File: src/rtl/core/lfpd_pkg.sv
package lfpd_pkg;

	// Sample and integrator widths
	localparam int SAMPLE_BITS = 10;
	localparam int SUM_BITS    = 16;

	// Fixed field widths
	localparam int ERR_W   = 4;
	localparam int DIFF_W  = ERR_W + 1;
	localparam int PD_W    = 13;
	localparam int SPEED_W = 9;
	localparam int CFG_W   = 16;
	localparam int IDX_W   = 3;

	// Configuration register indexes
	localparam logic [IDX_W-1:0] REG_THRESHOLD   = 3'd0;
	localparam logic [IDX_W-1:0] REG_GAIN_P      = 3'd1;
	localparam logic [IDX_W-1:0] REG_GAIN_D      = 3'd2;
	localparam logic [IDX_W-1:0] REG_GAIN_I_Q8   = 3'd3;
	localparam logic [IDX_W-1:0] REG_BASE_SPEED  = 3'd4;
	localparam logic [IDX_W-1:0] REG_SPEED_LIMIT = 3'd5;

	// Configuration reset values
	localparam logic [9:0]  RST_THRESHOLD   = 10'd600;
	localparam logic [7:0]  RST_GAIN_P      = 8'd35;
	localparam logic [7:0]  RST_GAIN_D      = 8'd0;
	localparam logic [15:0] RST_GAIN_I_Q8   = 16'd0;
	localparam logic [7:0]  RST_BASE_SPEED  = 8'd80;
	localparam logic [7:0]  RST_SPEED_LIMIT = 8'd100;

	// Sensor patterns, far left in the top bit, white reads as one
	localparam logic [4:0] PAT_P4 = 5'b11110;
	localparam logic [4:0] PAT_P3 = 5'b11100;
	localparam logic [4:0] PAT_P2 = 5'b11101;
	localparam logic [4:0] PAT_P1 = 5'b11001;
	localparam logic [4:0] PAT_Z0 = 5'b11011;
	localparam logic [4:0] PAT_N1 = 5'b10011;
	localparam logic [4:0] PAT_N2 = 5'b10111;
	localparam logic [4:0] PAT_N3 = 5'b00111;
	localparam logic [4:0] PAT_N4 = 5'b01111;

	// Position error codes
	localparam logic signed [ERR_W-1:0] ERR_P4 = 4'sd4;
	localparam logic signed [ERR_W-1:0] ERR_P3 = 4'sd3;
	localparam logic signed [ERR_W-1:0] ERR_P2 = 4'sd2;
	localparam logic signed [ERR_W-1:0] ERR_P1 = 4'sd1;
	localparam logic signed [ERR_W-1:0] ERR_Z0 = 4'sd0;
	localparam logic signed [ERR_W-1:0] ERR_N1 = -4'sd1;
	localparam logic signed [ERR_W-1:0] ERR_N2 = -4'sd2;
	localparam logic signed [ERR_W-1:0] ERR_N3 = -4'sd3;
	localparam logic signed [ERR_W-1:0] ERR_N4 = -4'sd4;

	// Map a sensor pattern to a position error; keep the previous one otherwise
	function automatic logic signed [ERR_W-1:0] decode_error(
		input logic [4:0]              pat,
		input logic signed [ERR_W-1:0] prev
	);
		logic signed [ERR_W-1:0] e;
		case (pat)
			PAT_P4:  e = ERR_P4;
			PAT_P3:  e = ERR_P3;
			PAT_P2:  e = ERR_P2;
			PAT_P1:  e = ERR_P1;
			PAT_Z0:  e = ERR_Z0;
			PAT_N1:  e = ERR_N1;
			PAT_N2:  e = ERR_N2;
			PAT_N3:  e = ERR_N3;
			PAT_N4:  e = ERR_N4;
			default: e = prev;
		endcase
		return e;
	endfunction

endpackage

File: src/rtl/core/lfpd_in_if.sv
interface lfpd_in_if;
	logic                           valid;
	logic                           ready;
	logic [lfpd_pkg::SAMPLE_BITS-1:0] sensor_far_left;
	logic [lfpd_pkg::SAMPLE_BITS-1:0] sensor_left;
	logic [lfpd_pkg::SAMPLE_BITS-1:0] sensor_center;
	logic [lfpd_pkg::SAMPLE_BITS-1:0] sensor_right;
	logic [lfpd_pkg::SAMPLE_BITS-1:0] sensor_far_right;

	modport source (
		output valid, sensor_far_left, sensor_left, sensor_center,
		       sensor_right, sensor_far_right,
		input  ready
	);
	modport sink (
		input  valid, sensor_far_left, sensor_left, sensor_center,
		       sensor_right, sensor_far_right,
		output ready
	);
endinterface

File: src/rtl/core/lfpd_out_if.sv
interface lfpd_out_if;
	logic                                  valid;
	logic                                  ready;
	logic signed [lfpd_pkg::SPEED_W-1:0] left_speed;
	logic signed [lfpd_pkg::SPEED_W-1:0] right_speed;
	logic signed [lfpd_pkg::ERR_W-1:0]   position_error;

	modport source (
		output valid, left_speed, right_speed, position_error,
		input  ready
	);
	modport sink (
		input  valid, left_speed, right_speed, position_error,
		output ready
	);
endinterface

File: src/rtl/core/line_follower_pid_drive_core.sv
// Five-sensor line follower PID drive. Each sensor word is thresholded into a
// white/black pattern, decoded to a position error (-4..+4, unknown patterns
// and all-white keep the last error), and turned into left and right wheel
// speeds: base +/- (kp*e + kd*(e - e_prev) + trunc(ki_q8*sum/256)), clamped
// to +/- speed_limit. It takes one word per cycle unless a stalled output
// has filled every stage. It has five register stages: the threshold compare,
// the error decode with the integrator update, the ki*sum multiply, the drive
// sum, and the wheel clamp. The first stage loads at the accepting edge; the
// result word leaves from the clamp stage. Every stage has its own valid bit
// and ready, so a stalled output only blocks input once all stages are full.
// Configuration registers are written through cfg_we/cfg_index/cfg_data.
module line_follower_pid_drive_core (
	input  logic                         clk,
	input  logic                         arst_n,
	input  logic                         cfg_we,
	input  logic [lfpd_pkg::IDX_W-1:0] cfg_index,
	input  logic [lfpd_pkg::CFG_W-1:0] cfg_data,
	lfpd_in_if.sink                      sensors,
	lfpd_out_if.source                   drive
);
	import lfpd_pkg::*;

	localparam int PROD_W  = SUM_BITS + 17;
	localparam int INT_W   = PROD_W - 8;
	localparam int DRIVE_W = INT_W + 1;
	localparam int WHEEL_W = DRIVE_W + 1;

	localparam logic signed [SUM_BITS:0] SUM_MAX = {2'b00, {(SUM_BITS-1){1'b1}}};
	localparam logic signed [SUM_BITS:0] SUM_MIN = {2'b11, {(SUM_BITS-1){1'b0}}};
	localparam logic signed [PROD_W-1:0] TRUNC_BIAS = PROD_W'(255);

	// Configuration registers
	logic [9:0]  threshold_q;
	logic [7:0]  gain_p_q;
	logic [7:0]  gain_d_q;
	logic [15:0] gain_i_q8_q;
	logic [7:0]  base_speed_q;
	logic [7:0]  speed_limit_q;

	// Controller state
	logic signed [ERR_W-1:0]    last_error_q;
	logic signed [SUM_BITS-1:0] error_sum_q;

	// Stage valids and readies
	logic v_s1, v_s2, v_s3, v_s4, v_s5;
	logic rdy1, rdy2, rdy3, rdy4, rdy5;

	// Stage payloads
	logic [4:0]                 pat_s1;
	logic signed [ERR_W-1:0]    err_s2, err_s3, err_s4, err_s5;
	logic signed [DIFF_W-1:0]   diff_s2;
	logic signed [SUM_BITS-1:0] sum_s2;
	logic signed [PD_W-1:0]     pd_s3;
	logic signed [PROD_W-1:0]   prod_s3;
	logic signed [DRIVE_W-1:0]  drive_s4;
	logic signed [SPEED_W-1:0]  left_s5, right_s5;

	// Combinational values
	logic [SAMPLE_BITS-1:0]     thr;
	logic [4:0]                 pat;
	logic signed [ERR_W-1:0]    err;
	logic signed [DIFF_W-1:0]   diff;
	logic signed [SUM_BITS:0]   sum_wide;
	logic signed [SUM_BITS-1:0] sum_next;
	logic signed [PD_W-1:0]     gp_ext, gd_ext, err_ext, diff_ext, p_term, d_term;
	logic signed [PROD_W-1:0]   gi_ext, sum_ext, prod;
	logic signed [PROD_W-1:0]   prod_adj;
	logic signed [INT_W-1:0]    integ;
	logic signed [WHEEL_W-1:0]  base_ext, lim_ext, left_w, right_w;
	logic signed [SPEED_W-1:0]  left_c, right_c;

	// Ready chain: a stage takes a word when empty or when it moves on
	assign rdy5 = !v_s5 || drive.ready;
	assign rdy4 = !v_s4 || rdy5;
	assign rdy3 = !v_s3 || rdy4;
	assign rdy2 = !v_s2 || rdy3;
	assign rdy1 = !v_s1 || rdy2;
	assign sensors.ready = rdy1;

	// Write configuration registers
	always_ff @(posedge clk or negedge arst_n) begin
		if (!arst_n) begin
			threshold_q   <= RST_THRESHOLD;
			gain_p_q      <= RST_GAIN_P;
			gain_d_q      <= RST_GAIN_D;
			gain_i_q8_q   <= RST_GAIN_I_Q8;
			base_speed_q  <= RST_BASE_SPEED;
			speed_limit_q <= RST_SPEED_LIMIT;
		end else if (cfg_we) begin
			case (cfg_index)
				REG_THRESHOLD:   threshold_q   <= cfg_data[9:0];
				REG_GAIN_P:      gain_p_q      <= cfg_data[7:0];
				REG_GAIN_D:      gain_d_q      <= cfg_data[7:0];
				REG_GAIN_I_Q8:   gain_i_q8_q   <= cfg_data[15:0];
				REG_BASE_SPEED:  base_speed_q  <= cfg_data[7:0];
				REG_SPEED_LIMIT: speed_limit_q <= cfg_data[7:0];
				default: ;
			endcase
		end
	end

	// Threshold the five samples
	always_comb begin
		thr    = SAMPLE_BITS'(threshold_q);
		pat[4] = sensors.sensor_far_left  >= thr;
		pat[3] = sensors.sensor_left      >= thr;
		pat[2] = sensors.sensor_center    >= thr;
		pat[1] = sensors.sensor_right     >= thr;
		pat[0] = sensors.sensor_far_right >= thr;
	end

	// Decode the error and update the integrator
	always_comb begin
		err      = decode_error(pat_s1, last_error_q);
		diff     = DIFF_W'(err) - DIFF_W'(last_error_q);
		sum_wide = (SUM_BITS+1)'(error_sum_q) + (SUM_BITS+1)'(err);
		if (sum_wide > SUM_MAX) begin
			sum_next = SUM_MAX[SUM_BITS-1:0];
		end else if (sum_wide < SUM_MIN) begin
			sum_next = SUM_MIN[SUM_BITS-1:0];
		end else begin
			sum_next = sum_wide[SUM_BITS-1:0];
		end
	end

	// Multiply the gains
	always_comb begin
		gp_ext   = $signed(PD_W'(gain_p_q));
		gd_ext   = $signed(PD_W'(gain_d_q));
		err_ext  = PD_W'(err_s2);
		diff_ext = PD_W'(diff_s2);
		p_term   = gp_ext * err_ext;
		d_term   = gd_ext * diff_ext;
		gi_ext   = $signed(PROD_W'(gain_i_q8_q));
		sum_ext  = PROD_W'(sum_s2);
		prod     = gi_ext * sum_ext;
	end

	// Truncate the integral toward zero and form the drive
	always_comb begin
		prod_adj = prod_s3[PROD_W-1] ? prod_s3 + TRUNC_BIAS : prod_s3;
		integ    = $signed(prod_adj[PROD_W-1:8]);
	end

	// Apply the drive to each wheel and clamp
	always_comb begin
		base_ext = $signed(WHEEL_W'(base_speed_q));
		lim_ext  = $signed(WHEEL_W'(speed_limit_q));
		left_w   = base_ext + WHEEL_W'(drive_s4);
		right_w  = base_ext - WHEEL_W'(drive_s4);
		if (left_w > lim_ext) begin
			left_c = SPEED_W'(lim_ext);
		end else if (left_w < -lim_ext) begin
			left_c = SPEED_W'(-lim_ext);
		end else begin
			left_c = SPEED_W'(left_w);
		end
		if (right_w > lim_ext) begin
			right_c = SPEED_W'(lim_ext);
		end else if (right_w < -lim_ext) begin
			right_c = SPEED_W'(-lim_ext);
		end else begin
			right_c = SPEED_W'(right_w);
		end
	end

	// Advance valid bits and controller state
	always_ff @(posedge clk or negedge arst_n) begin
		if (!arst_n) begin
			v_s1         <= 1'b0;
			v_s2         <= 1'b0;
			v_s3         <= 1'b0;
			v_s4         <= 1'b0;
			v_s5         <= 1'b0;
			last_error_q <= '0;
			error_sum_q  <= '0;
		end else begin
			if (rdy1) v_s1 <= sensors.valid;
			if (rdy2) v_s2 <= v_s1;
			if (rdy3) v_s3 <= v_s2;
			if (rdy4) v_s4 <= v_s3;
			if (rdy5) v_s5 <= v_s4;
			if (v_s1 && rdy2) begin
				last_error_q <= err;
				error_sum_q  <= sum_next;
			end
		end
	end

	// Advance stage payloads
	always_ff @(posedge clk) begin
		if (rdy1 && sensors.valid) begin
			pat_s1 <= pat;
		end
		if (rdy2 && v_s1) begin
			err_s2  <= err;
			diff_s2 <= diff;
			sum_s2  <= error_sum_q;
		end
		if (rdy3 && v_s2) begin
			err_s3  <= err_s2;
			pd_s3   <= p_term + d_term;
			prod_s3 <= prod;
		end
		if (rdy4 && v_s3) begin
			err_s4   <= err_s3;
			drive_s4 <= DRIVE_W'(integ) + DRIVE_W'(pd_s3);
		end
		if (rdy5 && v_s4) begin
			err_s5   <= err_s4;
			left_s5  <= left_c;
			right_s5 <= right_c;
		end
	end

	// Drive the result word
	assign drive.valid          = v_s5;
	assign drive.left_speed     = left_s5;
	assign drive.right_speed    = right_s5;
	assign drive.position_error = err_s5;

endmodule

File: src/flat_wrapper.sv
// flat-port wrapper written by rule: the top's interface ports become plain ports
module line_follower_pid_drive_core_flat import lfpd_pkg::*;
  (clk, arst_n, cfg_we, cfg_index, cfg_data, sensors_valid, sensors_sensor_far_left, sensors_sensor_left, sensors_sensor_center, sensors_sensor_right, sensors_sensor_far_right, sensors_ready, drive_valid, drive_left_speed, drive_right_speed, drive_position_error, drive_ready);
  lfpd_in_if sensors_i ();
  lfpd_out_if drive_i ();
  input  logic clk;
  input  logic arst_n;
  input  logic cfg_we;
  input  logic [lfpd_pkg::IDX_W-1:0] cfg_index;
  input  logic [lfpd_pkg::CFG_W-1:0] cfg_data;
  input wire logic [$bits(sensors_i.valid)-1:0] sensors_valid;
  input wire logic [$bits(sensors_i.sensor_far_left)-1:0] sensors_sensor_far_left;
  input wire logic [$bits(sensors_i.sensor_left)-1:0] sensors_sensor_left;
  input wire logic [$bits(sensors_i.sensor_center)-1:0] sensors_sensor_center;
  input wire logic [$bits(sensors_i.sensor_right)-1:0] sensors_sensor_right;
  input wire logic [$bits(sensors_i.sensor_far_right)-1:0] sensors_sensor_far_right;
  output wire logic [$bits(sensors_i.ready)-1:0] sensors_ready;
  output wire logic [$bits(drive_i.valid)-1:0] drive_valid;
  output wire logic [$bits(drive_i.left_speed)-1:0] drive_left_speed;
  output wire logic [$bits(drive_i.right_speed)-1:0] drive_right_speed;
  output wire logic [$bits(drive_i.position_error)-1:0] drive_position_error;
  input wire logic [$bits(drive_i.ready)-1:0] drive_ready;
  assign sensors_i.valid = sensors_valid;
  assign sensors_i.sensor_far_left = sensors_sensor_far_left;
  assign sensors_i.sensor_left = sensors_sensor_left;
  assign sensors_i.sensor_center = sensors_sensor_center;
  assign sensors_i.sensor_right = sensors_sensor_right;
  assign sensors_i.sensor_far_right = sensors_sensor_far_right;
  assign sensors_ready = sensors_i.ready;
  assign drive_valid = drive_i.valid;
  assign drive_left_speed = drive_i.left_speed;
  assign drive_right_speed = drive_i.right_speed;
  assign drive_position_error = drive_i.position_error;
  assign drive_i.ready = drive_ready;
  line_follower_pid_drive_core u_core (.clk(clk), .arst_n(arst_n), .cfg_we(cfg_we), .cfg_index(cfg_index), .cfg_data(cfg_data), .sensors(sensors_i), .drive(drive_i));
endmodule
File: config.mk
export PLATFORM = sky130hd
export DESIGN_NAME = line_follower_pid_drive_core_flat
export DESIGN_NICKNAME = d
export VERILOG_FILES = /design/src/rtl/core/lfpd_pkg.sv /design/src/rtl/core/lfpd_in_if.sv /design/src/rtl/core/lfpd_out_if.sv /design/src/rtl/core/line_follower_pid_drive_core.sv /design/src/flat_wrapper.sv
export SDC_FILE = /design/constraint.sdc
export NUM_CORES = 1
export LEC_CHECK = 0
export ABC_AREA = 1
export BUFFER_PORTS_ARGS = -buffer_cell sky130_fd_sc_hd__buf_2
export CELL_PAD_IN_SITES_DETAIL_PLACEMENT = 2
export CELL_PAD_IN_SITES_GLOBAL_PLACEMENT = 2
export CORE_ASPECT_RATIO = 1.25
export CORE_UTILIZATION = 42
export DETAILED_ROUTE_END_ITERATION = 8
export HOLD_SLACK_MARGIN = 0.06
export PLACE_DENSITY_LB_ADDON = 0.1
export REMOVE_ABC_BUFFERS = 1
export SLEW_MARGIN = 25
export SYNTH_ARGS = -nofsm -noshare
export SYNTH_HDL_FRONTEND = slang
export SYNTH_SLANG_ARGS = --single-unit
File: constraint.sdc
create_clock -name clk -period 14 [get_ports clk]
set_input_delay 0.7 -clock clk [delete_from_list [all_inputs] [get_ports clk]]
set_output_delay 0.7 -clock clk [all_outputs]
set_load 0.05 [all_outputs]
==> Implementation_results.wiki <==
{| class="wikitable"
! Metric !! Value
|-
| Result of the run || completed
|-
| Met2 track utilization from global routing || 59.10%
|-
| Inserted Diodes || 0
|-
| Max Cap Viol || 0
|-
| Post-CTS Resized || 0
|-
| Number of instances on the worst hold path || 3
|-
| Clock network latency to the later pin of the worst-skew pair || 590 ps
|-
| Slowest CP cell || sky130_fd_sc_hd__dfrtp_1
|-
| Number of failing hold endpoints at the final stage || 0
|-
| Total negative slack || 0 ps
|-
| Worst reg2reg path depth || 19
|-
| Sum of overflow across all layers after global routing || 0
|-
| Synthesized flop and latch total || 215
|-
| Clock tree from TritonCTS || built
|-
| Post-DP HPWL || 76550 um
|-
| R2R Path End || u_core.prod_s3[22]
|-
| Global placer's final weighted congestion || 0.8699
|-
| CP startpoint kind || flop
|-
| Number of enable-type register cells in the synthesized netlist || 132
|-
| Dominant cells by area after synthesis || sky130_fd_sc_hd__fa_1 (19%), sky130_fd_sc_hd__ha_1 (16%), sky130_fd_sc_hd__edfxtp_1 (15%)
|-
| Required time of the worst setup path || 14320 ps
|-
| Clock tree sinks || 215
|-
| Total clock buffers created by CTS || 27
|-
| Antenna violation net count after detailed routing || 0
|-
| Count of boundary I/O pins || 98
|-
| Endpoint, Worst Hold || u_core.v_s1
|-
| Core area || 0.06302 sq mm
|-
| Die outline width || 227.6 um
|-
| Cell taking the most area after synthesis || sky130_fd_sc_hd__fa_1
|-
| Worst reg-to-reg setup slack || 7200 ps
|-
| Post-Syn Area per Cell || 7.902 sq um
|-
| CTS root buffer || sky130_fd_sc_hd__clkbuf_16
|-
| Busiest layer in global routing || met2
|-
| Number of antenna violations at the first check in global routing || 1
|-
| Setup repair after global routing missed its margin || no
|-
| Synthesis-to-finish area growth || 8.167%
|-
| Grt met3 use || 2.236%
|-
| Clock-pin slew on the worst setup and hold paths || 60 ps
|-
| Die Span Y || 284.0 um
|-
| Kind of capture point of the worst setup path || flop
|-
| GRT Util Overall || 29.25%
|-
| Commonest non-fill, non-tap cell in the layout || sky130_fd_sc_hd__nand2_1
|-
| Wire length per cell after detailed routing || 21.46 um
|-
| Global-route wire length before repair || 145200 um
|-
| Largest net degree at the start of global routing || 54
|-
| Commonest cells after routing, fill and taps aside || sky130_fd_sc_hd__nand2_1 (862), sky130_fd_sc_hd__inv_1 (698), sky130_fd_sc_hd__ha_1 (337)
|-
| Share of the synthesized area in the top cell type || 18.73%
|-
| Start point of the critical path || u_core.gain_i_q8_q[8]
|-
| Layout filler cell count || 7170
|-
| Most instantiated flip-flop cell in the synthesis netlist || sky130_fd_sc_hd__edfxtp_1
|-
| Fin crit period || 6799 ps
|-
| Post-synth ARST share || 38.60%
|-
| Source of the worst register-to-register timing path || u_core.gain_i_q8_q[8]
|-
| CP dominant cell by count || sky130_fd_sc_hd__fa_1
|-
| Post-Place Cell Area || 0.02796 sq mm
|-
| Area of the mapped netlist || 0.02672 sq mm
|-
| Number of buffers inserted by port buffering || 97
|-
| Via count of the first global-routing pass || 26791
|-
| Category of the most critical setup path || reg -> reg
|-
| TritonRoute pass-1 iters || 5
|-
| Maximum fanout along the worst path || 17
|-
| Finished Cell Area || 0.02890 sq mm
|-
| Final cycle utilization of the critical path || 48.56%
|-
| Number of standard-cell rows in the floorplan || 103
|-
| M1 GR Usage || 29.39%
|-
| Drt first-iter violations || 617
|-
| Number of distinct library cells after synthesis || 52
|-
| Remaining DRCs || 0
|-
| Endpoints failing setup || 0
|-
| Maximum clock frequency || 147.1 MHz
|-
| Post-route worst hold slack || 309.1 ps
|-
| Part of the Yosys area used for sequential elements || 22.67%
|-
| Vias post-DR || 22725
|-
| Crit path DAT || 7110 ps
|-
| Post-Route WL || 91940 um
|-
| Post-detailed-route via-to-cell ratio || 5.303
|-
| CTS Buffer Depth || 3
|-
| Critical hold path startpoint || sensors_valid
|-
| Slew at the pin with the worst max-slew slack || 993.7 ps
|-
| Final clock skew || 24.46 ps
|-
| Class of the tightest hold or removal check || in -> reg
|-
| Delay contributed by the slowest stage of the critical path || 850 ps
|-
| Layout cells sized above 1 || 6.647%
|-
| DIE AREA || 0.06463 sq mm
|-
| Max-slew violation total from the final report || 0
|-
| Net total in the final layout || 4085
|-
| Slew HR || 33.51%
|-
| CTS HTree Levels || 1
|-
| Synthesized netlist cell count || 3381
|-
| Starting utilization of the core area || 42.40%
|-
| Warnings, synthesis || 0
|-
| Crit-path cells || nand2_1, fa_1, fa_1, fa_1, fa_1, inv_1, fa_1, inv_1, fa_1, inv_1, ha_1, nand2_1, nor2_1, o21ai_0, nand3_1, a21oi_1, o21ai_0, a21oi_1, xnor2_1
|}
-- final cells by class --
class | count | area (sq um) | area share (%)
clock buffer | 34 | 743.2 | 2.572
clock inverter | 16 | 177.7 | 0.6148
inverter | 721 | 2706 | 9.364
multi-input combinational | 2354 | 17620 | 60.95
sequential | 215 | 6056 | 20.95
tap | 840 | 1051 | 3.637
timing repair buffer | 105 | 550.5 | 1.905
-- cells in the mapped netlist (all sizes together) (2+ instances only) --
| library cell | instances |
|---|---|
| a221oi | 3 |
| nor2 | 186 |
| o2111ai | 4 |
| and2 | 3 |
| xor2 | 87 |
| ha | 337 |
| nor3 | 35 |
| clkinv | 5 |
| dfrtp | 71 |
| o21bai | 14 |
| nor4 | 7 |
| a21oi | 156 |
| o211ai | 4 |
| a21boi | 7 |
| edfxtp | 132 |
| a21o | 9 |
| nand4 | 26 |
| buf | 9 |
| xnor2 | 37 |
| or2 | 15 |
| nand3b | 5 |
| nand3 | 135 |
| a31oi | 7 |
| o21ai | 133 |
| o221ai | 2 |
| mux2 | 6 |
| o21a | 8 |
| dfstp | 12 |
| clkbuf | 82 |
| o31ai | 2 |
| inv | 716 |
| fa | 250 |
| nand2 | 872 |
-- timing repair --
action                                 in CTS  in global routing
endpoints found under the hold margin       8                  0
setup buffers                               0                  0
hold buffers                                1                  0
-- kinds of logic (layout without fill, tap and decap cells) --
kind of cell,count (synthesis),count (layout),synth area share [%]
flip-flops,215,215,22.67
AND/OR/NAND/NOR,1284,1284,19.75
multiplexers,6,6,0.2529
adder cells (fa/ha/maj),587,587,34.51
XOR/XNOR,124,124,4.065
AO/OA/AOI/OAI,353,353,7.277
buffers and inverters,812,876,11.48
-- state kept, by name, summed over array words and instances, names as in the netlist, 5 cells and up --
register	count
u_core.drive.right_speed	9
u_core.gain_d_q	8
u_core.pd_s3	13
u_core.speed_limit_q	8
u_core.error_sum_q	16
u_core.base_speed_q	8
u_core.prod_s3	33
u_core.gain_i_q8_q	16
u_core.sum_s2	16
u_core.pat_s1	5
u_core.diff_s2	5
u_core.drive_s4	26
u_core.thr	10
u_core.drive.left_speed	9
u_core.gain_p_q	8
-- worst max-delay path by stage --
stage                                     to  slack [ps]
after detailed placement  u_core.prod_s3[22]        7410
after global routing      u_core.prod_s3[22]        6990
after floorplan           u_core.prod_s3[27]        8470
final                     u_core.prod_s3[22]        7200
after CTS                 u_core.prod_s3[22]        7290
after global placement    u_core.prod_s3[22]        7700
-- per-stage QoR --
step | instances | setup slack (ps) | util (%)
finish | 4285 | 7201 | 45.86
global route | 4285 | 6988 | 45.86
CTS | 4285 | 7286 | 45.85
detailed placement | 4234 | 7411 | 44.37
global placement | 4234 | 7699 | 44.37
floorplan | 3290 | 8466 | -
-- critical path, delay by kind of cell (launching register included) --
kind / cells / cell delay (ps)
flip-flops: 1 / 850
XOR/XNOR: 1 / 170
buffers and inverters: 3 / 160
AND/OR/NAND/NOR: 4 / 920
adder cells (fa/ha/maj): 7 / 3520
AO/OA/AOI/OAI: 4 / 900
-- routing by layer --
layer	up-vias	share of wire, %
met1	11585	36
met3	203	2.1
met5	-	0
li1	10597	-
met4	0	5.0
met2	340	57
Power is not shown: default switching activity piles up to over one toggle a cycle in this logic, so the estimate is an artifact.
